<file path="src/pps_pkg.sv">
`timescale 1ns / 1ps

package pps_pkg;

   localparam int SLOTS       = 16;
   localparam int TIME_BITS   = 16;
   localparam int ID_BITS     = 8;
   localparam int PRIO_BITS   = 8;
   localparam int BURST_BITS  = 16;
   localparam int SLOT_BITS   = (SLOTS > 1) ? $clog2(SLOTS) : 1;
   localparam int QUEUE_DEPTH = 2;
   localparam int QUEUE_BITS  = (QUEUE_DEPTH > 1) ? $clog2(QUEUE_DEPTH) : 1;
   localparam int QCOUNT_BITS = $clog2(QUEUE_DEPTH + 1);

   localparam int REQ_FIELD_BITS = ID_BITS + PRIO_BITS + BURST_BITS;
   localparam int REQ_DATA_BITS  = ((REQ_FIELD_BITS + 7) / 8) * 8;
   localparam int RSP_FIELD_BITS = ID_BITS + 3 * TIME_BITS;
   localparam int RSP_DATA_BITS  = ((RSP_FIELD_BITS + 7) / 8) * 8;
   localparam int STATUS_BITS    = 3;

   typedef logic [SLOT_BITS-1:0]   slot_idx_type;
   typedef logic [TIME_BITS-1:0]   time_type;
   typedef logic [ID_BITS-1:0]     id_type;
   typedef logic [PRIO_BITS-1:0]   prio_type;
   typedef logic [BURST_BITS-1:0]  burst_type;
   typedef logic [QUEUE_BITS-1:0]  qptr_type;
   typedef logic [QCOUNT_BITS-1:0] qcount_type;

   typedef enum logic {
      CMD_ADD  = 1'b0,
      CMD_TICK = 1'b1
   } cmd_type;

   typedef enum logic [STATUS_BITS-1:0] {
      ST_ADDED     = 3'd0,
      ST_FULL      = 3'd1,
      ST_IDLE_TICK = 3'd2,
      ST_RAN       = 3'd3,
      ST_COMPLETED = 3'd4
   } status_type;

   typedef struct packed {
      cmd_type   cmd;
      id_type    job_id;
      prio_type  job_priority;
      burst_type job_burst;
   } job_item_type;

   function automatic time_type time_inc(input time_type t);
      return (t == '1) ? t : time_type'(t + time_type'(1));
   endfunction

endpackage

</file>
<file path="src/pps_front.sv">
`timescale 1ns / 1ps

module pps_front (
   input  logic                              clock,
   input  logic                              reset,
   input  logic                              req_tvalid,
   output logic                              req_tready,
   input  logic [pps_pkg::REQ_DATA_BITS-1:0] req_tdata,
   input  logic                              req_tuser,
   output logic                              q_valid,
   input  logic                              q_ready,
   output pps_pkg::job_item_type             q_item
);

   pps_pkg::job_item_type queue_ff [pps_pkg::QUEUE_DEPTH];
   pps_pkg::qptr_type     wr_ptr_ff, wr_ptr_in;
   pps_pkg::qptr_type     rd_ptr_ff, rd_ptr_in;
   pps_pkg::qcount_type   count_ff, count_in;
   pps_pkg::job_item_type item_in;
   logic                  push, pop;

   function automatic pps_pkg::qptr_type ptr_next(input pps_pkg::qptr_type p);
      return (p == pps_pkg::qptr_type'(pps_pkg::QUEUE_DEPTH - 1)) ?
             '0 : pps_pkg::qptr_type'(p + pps_pkg::qptr_type'(1));
   endfunction

   // classify: tuser carries the command, tdata the job fields
   always_comb begin
      item_in.cmd          = req_tuser ? pps_pkg::CMD_TICK : pps_pkg::CMD_ADD;
      item_in.job_id       = req_tdata[pps_pkg::ID_BITS-1:0];
      item_in.job_priority = req_tdata[pps_pkg::ID_BITS +: pps_pkg::PRIO_BITS];
      item_in.job_burst    =
         req_tdata[pps_pkg::ID_BITS + pps_pkg::PRIO_BITS +: pps_pkg::BURST_BITS];
   end

   assign req_tready = (count_ff != pps_pkg::qcount_type'(pps_pkg::QUEUE_DEPTH));
   assign q_valid    = (count_ff != '0);
   assign q_item     = queue_ff[rd_ptr_ff];
   assign push       = req_tvalid && req_tready;
   assign pop        = q_valid && q_ready;

   always_comb begin
      wr_ptr_in = push ? ptr_next(wr_ptr_ff) : wr_ptr_ff;
      rd_ptr_in = pop  ? ptr_next(rd_ptr_ff) : rd_ptr_ff;
      count_in  = count_ff;
      if (push && !pop) begin
         count_in = pps_pkg::qcount_type'(count_ff + pps_pkg::qcount_type'(1));
      end else if (pop && !push) begin
         count_in = pps_pkg::qcount_type'(count_ff - pps_pkg::qcount_type'(1));
      end
   end

   always_ff @(posedge clock) begin
      if (reset) begin
         wr_ptr_ff <= '0;
         rd_ptr_ff <= '0;
         count_ff  <= '0;
      end else begin
         wr_ptr_ff <= wr_ptr_in;
         rd_ptr_ff <= rd_ptr_in;
         count_ff  <= count_in;
      end
   end

   always_ff @(posedge clock) begin
      if (push) begin
         queue_ff[wr_ptr_ff] <= item_in;
      end
   end

endmodule

</file>
<file path="src/pps_back.sv">
`timescale 1ns / 1ps

module pps_back (
   input  logic                              clock,
   input  logic                              reset,
   input  logic                              q_valid,
   output logic                              q_ready,
   input  pps_pkg::job_item_type             q_item,
   output logic                              rsp_tvalid,
   input  logic                              rsp_tready,
   output logic [pps_pkg::RSP_DATA_BITS-1:0] rsp_tdata,
   output logic [pps_pkg::STATUS_BITS-1:0]   rsp_tuser
);

   typedef enum logic [2:0] {
      S_IDLE = 3'b001,
      S_SCAN = 3'b010,
      S_EXEC = 3'b100
   } state_type;

   state_type state_ff, state_in;

   // slot table
   logic                   valid_ff [pps_pkg::SLOTS];
   pps_pkg::id_type        id_ff    [pps_pkg::SLOTS];
   pps_pkg::prio_type      prio_ff  [pps_pkg::SLOTS];
   pps_pkg::burst_type     rem_ff   [pps_pkg::SLOTS];
   pps_pkg::burst_type     burst_ff [pps_pkg::SLOTS];
   pps_pkg::time_type      arr_ff   [pps_pkg::SLOTS];
   pps_pkg::time_type      start_ff [pps_pkg::SLOTS];

   pps_pkg::time_type      now_ff;
   pps_pkg::slot_idx_type  scan_idx_ff;

   // best candidate so far
   logic                   best_found_ff;
   pps_pkg::slot_idx_type  best_idx_ff;
   pps_pkg::id_type        best_id_ff;
   pps_pkg::prio_type      best_prio_ff;
   pps_pkg::burst_type     best_rem_ff;
   pps_pkg::burst_type     best_burst_ff;
   pps_pkg::time_type      best_arr_ff;
   pps_pkg::time_type      best_start_ff;

   // result register
   logic                   rsp_valid_ff;
   pps_pkg::status_type    rsp_status_ff;
   pps_pkg::id_type        rsp_id_ff;
   pps_pkg::time_type      rsp_start_ff;
   pps_pkg::time_type      rsp_finish_ff;
   pps_pkg::time_type      rsp_turn_ff;

   logic                   out_free;
   logic                   do_add, do_tick, do_exec;
   logic                   free_found;
   pps_pkg::slot_idx_type  free_idx;
   logic                   cand_better;
   logic                   first_run, complete;
   pps_pkg::time_type      start_val, finish_val, turn_val;

   assign out_free = !rsp_valid_ff || rsp_tready;
   assign q_ready  = (state_ff == S_IDLE) && q_valid &&
                     ((q_item.cmd == pps_pkg::CMD_TICK) || out_free);
   assign do_add   = q_valid && q_ready && (q_item.cmd == pps_pkg::CMD_ADD);
   assign do_tick  = q_valid && q_ready && (q_item.cmd == pps_pkg::CMD_TICK);
   assign do_exec  = (state_ff == S_EXEC) && out_free;

   // lowest free slot
   always_comb begin
      free_found = 1'b0;
      free_idx   = '0;
      for (int i = pps_pkg::SLOTS - 1; i >= 0; i--) begin
         if (!valid_ff[i]) begin
            free_found = 1'b1;
            free_idx   = pps_pkg::slot_idx_type'(i);
         end
      end
   end

   // strict compare keeps the lower slot on a full tie
   assign cand_better = valid_ff[scan_idx_ff] &&
      (!best_found_ff ||
       ({prio_ff[scan_idx_ff], arr_ff[scan_idx_ff], id_ff[scan_idx_ff]} <
        {best_prio_ff, best_arr_ff, best_id_ff}));

   assign first_run  = (best_rem_ff == best_burst_ff);
   assign complete   = (best_rem_ff <= pps_pkg::burst_type'(1));
   assign start_val  = first_run ? now_ff : best_start_ff;
   assign finish_val = pps_pkg::time_inc(now_ff);
   assign turn_val   = pps_pkg::time_type'(finish_val - best_arr_ff);

   always_comb begin
      state_in = state_ff;
      unique case (state_ff)
         S_IDLE: begin
            if (do_tick) state_in = S_SCAN;
         end
         S_SCAN: begin
            if (scan_idx_ff == pps_pkg::slot_idx_type'(pps_pkg::SLOTS - 1)) begin
               state_in = S_EXEC;
            end
         end
         S_EXEC: begin
            if (do_exec) state_in = S_IDLE;
         end
         default: state_in = S_IDLE;
      endcase
   end

   always_ff @(posedge clock) begin
      if (reset) begin
         state_ff      <= S_IDLE;
         now_ff        <= '0;
         rsp_valid_ff  <= 1'b0;
         best_found_ff <= 1'b0;
         scan_idx_ff   <= '0;
         for (int i = 0; i < pps_pkg::SLOTS; i++) valid_ff[i] <= 1'b0;
      end else begin
         state_ff <= state_in;
         if (do_add || do_exec) begin
            rsp_valid_ff <= 1'b1;
         end else if (rsp_tready) begin
            rsp_valid_ff <= 1'b0;
         end
         if (do_tick) begin
            best_found_ff <= 1'b0;
            scan_idx_ff   <= '0;
         end else if (state_ff == S_SCAN) begin
            if (cand_better) best_found_ff <= 1'b1;
            scan_idx_ff <= pps_pkg::slot_idx_type'(scan_idx_ff +
                                                   pps_pkg::slot_idx_type'(1));
         end
         if (do_add && free_found) begin
            valid_ff[free_idx] <= 1'b1;
         end
         if (do_exec) begin
            now_ff <= finish_val;
            if (best_found_ff && complete) valid_ff[best_idx_ff] <= 1'b0;
         end
      end
   end

   always_ff @(posedge clock) begin
      if (do_add && free_found) begin
         id_ff[free_idx]    <= q_item.job_id;
         prio_ff[free_idx]  <= q_item.job_priority;
         burst_ff[free_idx] <= q_item.job_burst;
         rem_ff[free_idx]   <= q_item.job_burst;
         arr_ff[free_idx]   <= now_ff;
         start_ff[free_idx] <= '0;
      end
      if (do_exec && best_found_ff) begin
         start_ff[best_idx_ff] <= start_val;
         rem_ff[best_idx_ff]   <= complete ? '0 :
            pps_pkg::burst_type'(best_rem_ff - pps_pkg::burst_type'(1));
      end
      if (state_ff == S_SCAN && cand_better) begin
         best_idx_ff   <= scan_idx_ff;
         best_id_ff    <= id_ff[scan_idx_ff];
         best_prio_ff  <= prio_ff[scan_idx_ff];
         best_rem_ff   <= rem_ff[scan_idx_ff];
         best_burst_ff <= burst_ff[scan_idx_ff];
         best_arr_ff   <= arr_ff[scan_idx_ff];
         best_start_ff <= start_ff[scan_idx_ff];
      end
      if (do_add) begin
         rsp_status_ff <= free_found ? pps_pkg::ST_ADDED : pps_pkg::ST_FULL;
         rsp_id_ff     <= '0;
         rsp_start_ff  <= '0;
         rsp_finish_ff <= '0;
         rsp_turn_ff   <= '0;
      end else if (do_exec) begin
         rsp_id_ff <= best_found_ff ? best_id_ff : '0;
         if (!best_found_ff) begin
            rsp_status_ff <= pps_pkg::ST_IDLE_TICK;
            rsp_start_ff  <= '0;
            rsp_finish_ff <= '0;
            rsp_turn_ff   <= '0;
         end else if (complete) begin
            rsp_status_ff <= pps_pkg::ST_COMPLETED;
            rsp_start_ff  <= start_val;
            rsp_finish_ff <= finish_val;
            rsp_turn_ff   <= turn_val;
         end else begin
            rsp_status_ff <= pps_pkg::ST_RAN;
            rsp_start_ff  <= '0;
            rsp_finish_ff <= '0;
            rsp_turn_ff   <= '0;
         end
      end
   end

   assign rsp_tvalid = rsp_valid_ff;
   assign rsp_tuser  = rsp_status_ff;
   assign rsp_tdata  = pps_pkg::RSP_DATA_BITS'({rsp_turn_ff, rsp_finish_ff,
                                               rsp_start_ff, rsp_id_ff});

endmodule

</file>
<file path="src/preemptive_priority_scheduler.sv">
// Add: the job passes through the queue entry and then the result register; one add
//   per cycle sustained while results are taken and no tick is in progress. Tick: the back
//   end walks the slot table with a single comparator, then issues the result in S_EXEC.
// A 2-entry queue decouples input from execution; the result register frees the back end.
// Reset (synchronous, active high) empties the queue and slot table and clears time to 0.
`timescale 1ns / 1ps

module preemptive_priority_scheduler (
   input  logic                              clock,
   input  logic                              reset,
   input  logic                              req_tvalid,
   output logic                              req_tready,
   // job_id, job_priority, job_burst
   input  logic [pps_pkg::REQ_DATA_BITS-1:0] req_tdata,
   // cmd
   input  logic                              req_tuser,
   output logic                              rsp_tvalid,
   input  logic                              rsp_tready,
   // done_id, start_time, finish_time, turnaround
   output logic [pps_pkg::RSP_DATA_BITS-1:0] rsp_tdata,
   // status
   output logic [pps_pkg::STATUS_BITS-1:0]   rsp_tuser
);

   logic                  q_valid;
   logic                  q_ready;
   pps_pkg::job_item_type q_item;

   pps_front u_front (
      .clock      (clock),
      .reset      (reset),
      .req_tvalid (req_tvalid),
      .req_tready (req_tready),
      .req_tdata  (req_tdata),
      .req_tuser  (req_tuser),
      .q_valid    (q_valid),
      .q_ready    (q_ready),
      .q_item     (q_item)
   );

   pps_back u_back (
      .clock      (clock),
      .reset      (reset),
      .q_valid    (q_valid),
      .q_ready    (q_ready),
      .q_item     (q_item),
      .rsp_tvalid (rsp_tvalid),
      .rsp_tready (rsp_tready),
      .rsp_tdata  (rsp_tdata),
      .rsp_tuser  (rsp_tuser)
   );

endmodule

</file>
<file path="config.mk">
export PLATFORM = sky130hd
export DESIGN_NAME = preemptive_priority_scheduler
export DESIGN_NICKNAME = d
export VERILOG_FILES = /design/src/pps_pkg.sv /design/src/pps_front.sv /design/src/pps_back.sv /design/src/preemptive_priority_scheduler.sv
export SDC_FILE = /design/constraint.sdc
export NUM_CORES = 2
export LEC_CHECK = 0
export BUFFER_PORTS_ARGS = -buffer_cell sky130_fd_sc_hd__buf_2
export CAP_MARGIN = 20
export CORE_ASPECT_RATIO = 1.1
export CORE_MARGIN = 4
export CORE_UTILIZATION = 50
export CTS_CLUSTER_SIZE = 16
export DETAILED_ROUTE_END_ITERATION = 8
export GPL_ROUTABILITY_DRIVEN = 0
export HOLD_SLACK_MARGIN = 0.02
export PLACE_DENSITY = 0.66
export RECOVER_POWER = 50
export SYNTH_ARGS = -nofsm -noshare
export SYNTH_HDL_FRONTEND = slang
export SYNTH_SLANG_ARGS = --single-unit
export TNS_END_PERCENT = 100
</file>
<file path="constraint.sdc">
create_clock -name clock -period 30.4 [get_ports clock]
set_input_delay 7.6 -clock clock [delete_from_list [all_inputs] [get_ports clock]]
set_output_delay 7.6 -clock clock [all_outputs]
set_load 0.05 [all_outputs]
</file>
==> impl_metrics.ini <==
[clock_tree]
ctsHoldBuffers = 0
cts_root_buf = clkbuf_16
post_cts_resized = 0
cts_buffers = 148
insertion_delay_ns = 0.77
postCtsSetupBuffers = 0
max-clock-path-buffers = 3
cts_tree = built
clkTransAtPathRegs_ns = 0.06
cts_sinks = 1539
cts_htree_levels = 4

[cells_and_area]
synthToLayoutAreaGrowth_pct = 12.0
final_util_pct = 56.3
final_cell_mix = edfxtp_1, mux4_2, clkbuf_16
drive_gt1_share_pct = 22.9
final_net_count = 3154
final_common_cell = edfxtp_1

[routing]
topRoutingLayerUsed = met4
drc = 0
wl_met3_um = 8370
wl_met2_um = 66200
avgViaCountPerCell = 6.07
routed_wl_um = 130000
drtIter0Drc = 3016
vias = 28764
wl_met1_um = 51000
ant_nets = 0
routedWlPerCell_um = 27.4
drt_pass1_iterations = 6

[die]
die_h_um = 371
die_area_sq_um = 126000
rows = 133
initial_utilization_pct = 50.3
io_pins = 98
dieWidth_um = 338
core_sq_um = 119000

[worst_hold_path]
min-delay-start = u_back.rsp_turn_ff[7]
worst_hold_path_type = flip-flop to flip-flop
worst_hold_path.endpoint = u_back.rsp_turn_ff[7]
min_path_cells = 2

[worst_setup_path]
r2r_slack_ns = 17.60
r2r_cells = 13
end_kind = flip-flop
critPathKind = flip-flop to flip-flop
cp.required_ns = 30.64
arrival_ns = 13.04
crit_fanout = 68
timing.rr.end = u_back.best_arr_ff[11]
worstSetupStartpointType = flip-flop

[logic_synthesis]
syn_nets = 2968
ys_ff_latch = 1539
synth_cell_types = 69
ys_seq_area_share_pct = 75.5
synth_warnings = 0
synth_edf_count = 1449
synthCells = 2879
ys.flop_type = edfxtp_1
syn_avg_cell_area_sq_um = 20.9
synth_area_sq_um = 60100
async_flop_share_pct = 0

[global_routing]
grtUsageTotal_pct = 20.9
antenna_found_initial = 1
globalRouteOverflowTotal = 0
grt_max_degree = 130
first_global_vias = 30014
grt_pass1_wl_um = 194000

[sta]
setup_tns_ns = 0
clock.fmax_mhz = 78.1
fin_ws_ns = 17.60
rsz0062_at_grt = false
finalCritPeriodShare_pct = 42.1
fin_worst_skew_ns = 0.0272
relSlewSlack_pct = -430
drv_slew = 950
hold_violations = 0
setup_viol = 0
timing.final.crit_period_ns = 12.80
worst_slew_pin_slew_ns = 7.95

[run_status]
violations = capacitance limit, slew limit
status = complete, but fails checks

[pwr]
p_per_area_nw_per_um2 = 70.1
leakage_nw = 20.7
peakVddDrop_v = 0.0000521

[run]
max_cap_violations = 24

[placed_design]
port_buffers = 97
pre_cts_ws_ns = 19.34
dp_hpwl_um = 75700
-- cell type report --
class | count | area [sq um]
antenna | 1 | 2.50
clock buffer | 192 | 4030
multi-input combinational | 1158 | 14200
sequential | 1539 | 45300
timing repair buffer | 168 | 872
inverter | 50 | 188
tap | 1552 | 1940
clock inverter | 80 | 742
fill | 8739 | 52200
-- stage by stage --
stage / instances / total power [mW] / hold WS, ns / area (sq um)
finish: 4740 / 4.72 / 0.452 / 67300
global route: 4739 / 4.89 / 0.483 / 67300
CTS: 4736 / 4.77 / 0.452 / 67500
detailed placement: 4464 / 2.98 / 0.439 / 62800
global placement: 4463 / 2.96 / 0.439 / 62800
floorplan: 2879 / 2.81 / 0.406 / 60100
-- critical path: stages, from the launching register on --
cell      delay (ns)
dfxtp_1         2.24
clkbuf_1        1.06
clkbuf_1        2.29
mux4_2          0.76
mux4_2          0.57
ha_1            0.34
nand2_1         0.09
nor2_1          0.05
a211oi_1        0.17
o21ai_0         0.10
o21ai_0         0.63
a31oi_1         0.24
nor3_1          0.28
clkbuf_1        3.26
-- worst max path at each step --
stage | slack (ns) | cells past startpoint | end | from
6_report | 17.60 | 13 | u_back.best_arr_ff[11] | flip-flop
5_1_grt | 15.95 | 13 | u_back.best_arr_ff[11] | flip-flop
4_1_cts | 20.14 | 9 | u_back.start_ff[4][2] | rsp_tready
3_5_place_dp | 19.34 | 9 | u_back.start_ff[4][2] | rsp_tready
3_3_place_gp | 19.36 | 9 | u_back.start_ff[4][2] | rsp_tready
2_1_floorplan | 19.32 | 6 | u_back.arr_ff[12][0] | rsp_tready
-- Yosys cell counts (3+ instances only) --
cell type | n | area (sq um)
nor4_1 | 6 | 37.5
nand3_1 | 27 | 135
buf_1 | 28 | 105
clkbuf_1 | 94 | 353
o31ai_1 | 7 | 52.6
o21bai_1 | 7 | 52.6
a31oi_1 | 8 | 50.1
or3_1 | 11 | 68.8
nor2_1 | 120 | 450
o221ai_1 | 4 | 35.0
nor2b_1 | 11 | 68.8
a211oi_1 | 5 | 37.5
nand4_1 | 19 | 119
dfxtp_1 | 90 | 1800
mux2_2 | 40 | 450
edfxtp_1 | 1449 | 43500
a22o_1 | 14 | 123
mux2i_1 | 26 | 260
a21o_1 | 14 | 105
mux4_2 | 404 | 9100
a21boi_0 | 4 | 30.0
a21oi_1 | 49 | 245
nor3_1 | 22 | 110
nand2b_1 | 13 | 81.3
xnor2_1 | 21 | 184
buf_2 | 9 | 45.0
xor2_1 | 33 | 289
nand2_1 | 105 | 394
ha_1 | 51 | 638
and3_1 | 6 | 37.5
nor2_2 | 5 | 31.3
inv_1 | 50 | 188
and2_1 | 3 | 18.8
o21a_1 | 6 | 45.0
o21ai_0 | 75 | 375
and4_1 | 4 | 35.0
-- flip-flops by register name, summed over array words and instances, names as in the netlist, 66 cells and up, named ones only --
signal            cells
u_back.id_ff        128
u_front.queue_ff     66
u_back.start_ff     256
u_back.burst_ff     256
u_back.arr_ff       256
u_back.rem_ff       256
u_back.prio_ff      128
-- layer usage --
metal | vias up | global-route usage (%)
met5 | - | 0
met4 | 0 | 7.38
met3 | 231 | 3.75
met2 | 1064 | 35.5
met1 | 15213 | 27.5
li1 | 12256 | -
-- power breakdown --
| group | switching [mW] | internal (mW) | leakage [nW] | total, mW |
|---|---|---|---|---|
| Clock | 0.763 | 1.03 | 2.33 | 1.80 |
| Sequential | 0.0217 | 2.50 | 13.8 | 2.52 |
| Combinational | 0.283 | 0.120 | 4.58 | 0.403 |
| Total | 1.07 | 3.65 | 20.7 | 4.72 |
-- cells by family after synthesis --
logic type	count (synthesis)	synth area share (%)
AO/OA/AOI/OAI	213	2.23
XOR/XNOR	54	0.788
adder cells (fa/ha/maj)	52	1.10
buffers and inverters	182	1.17
flip-flops	1539	75.5
multiplexers	470	16.3
AND/OR/NAND/NOR	369	2.92
Power figures use the tool's default switching activity.
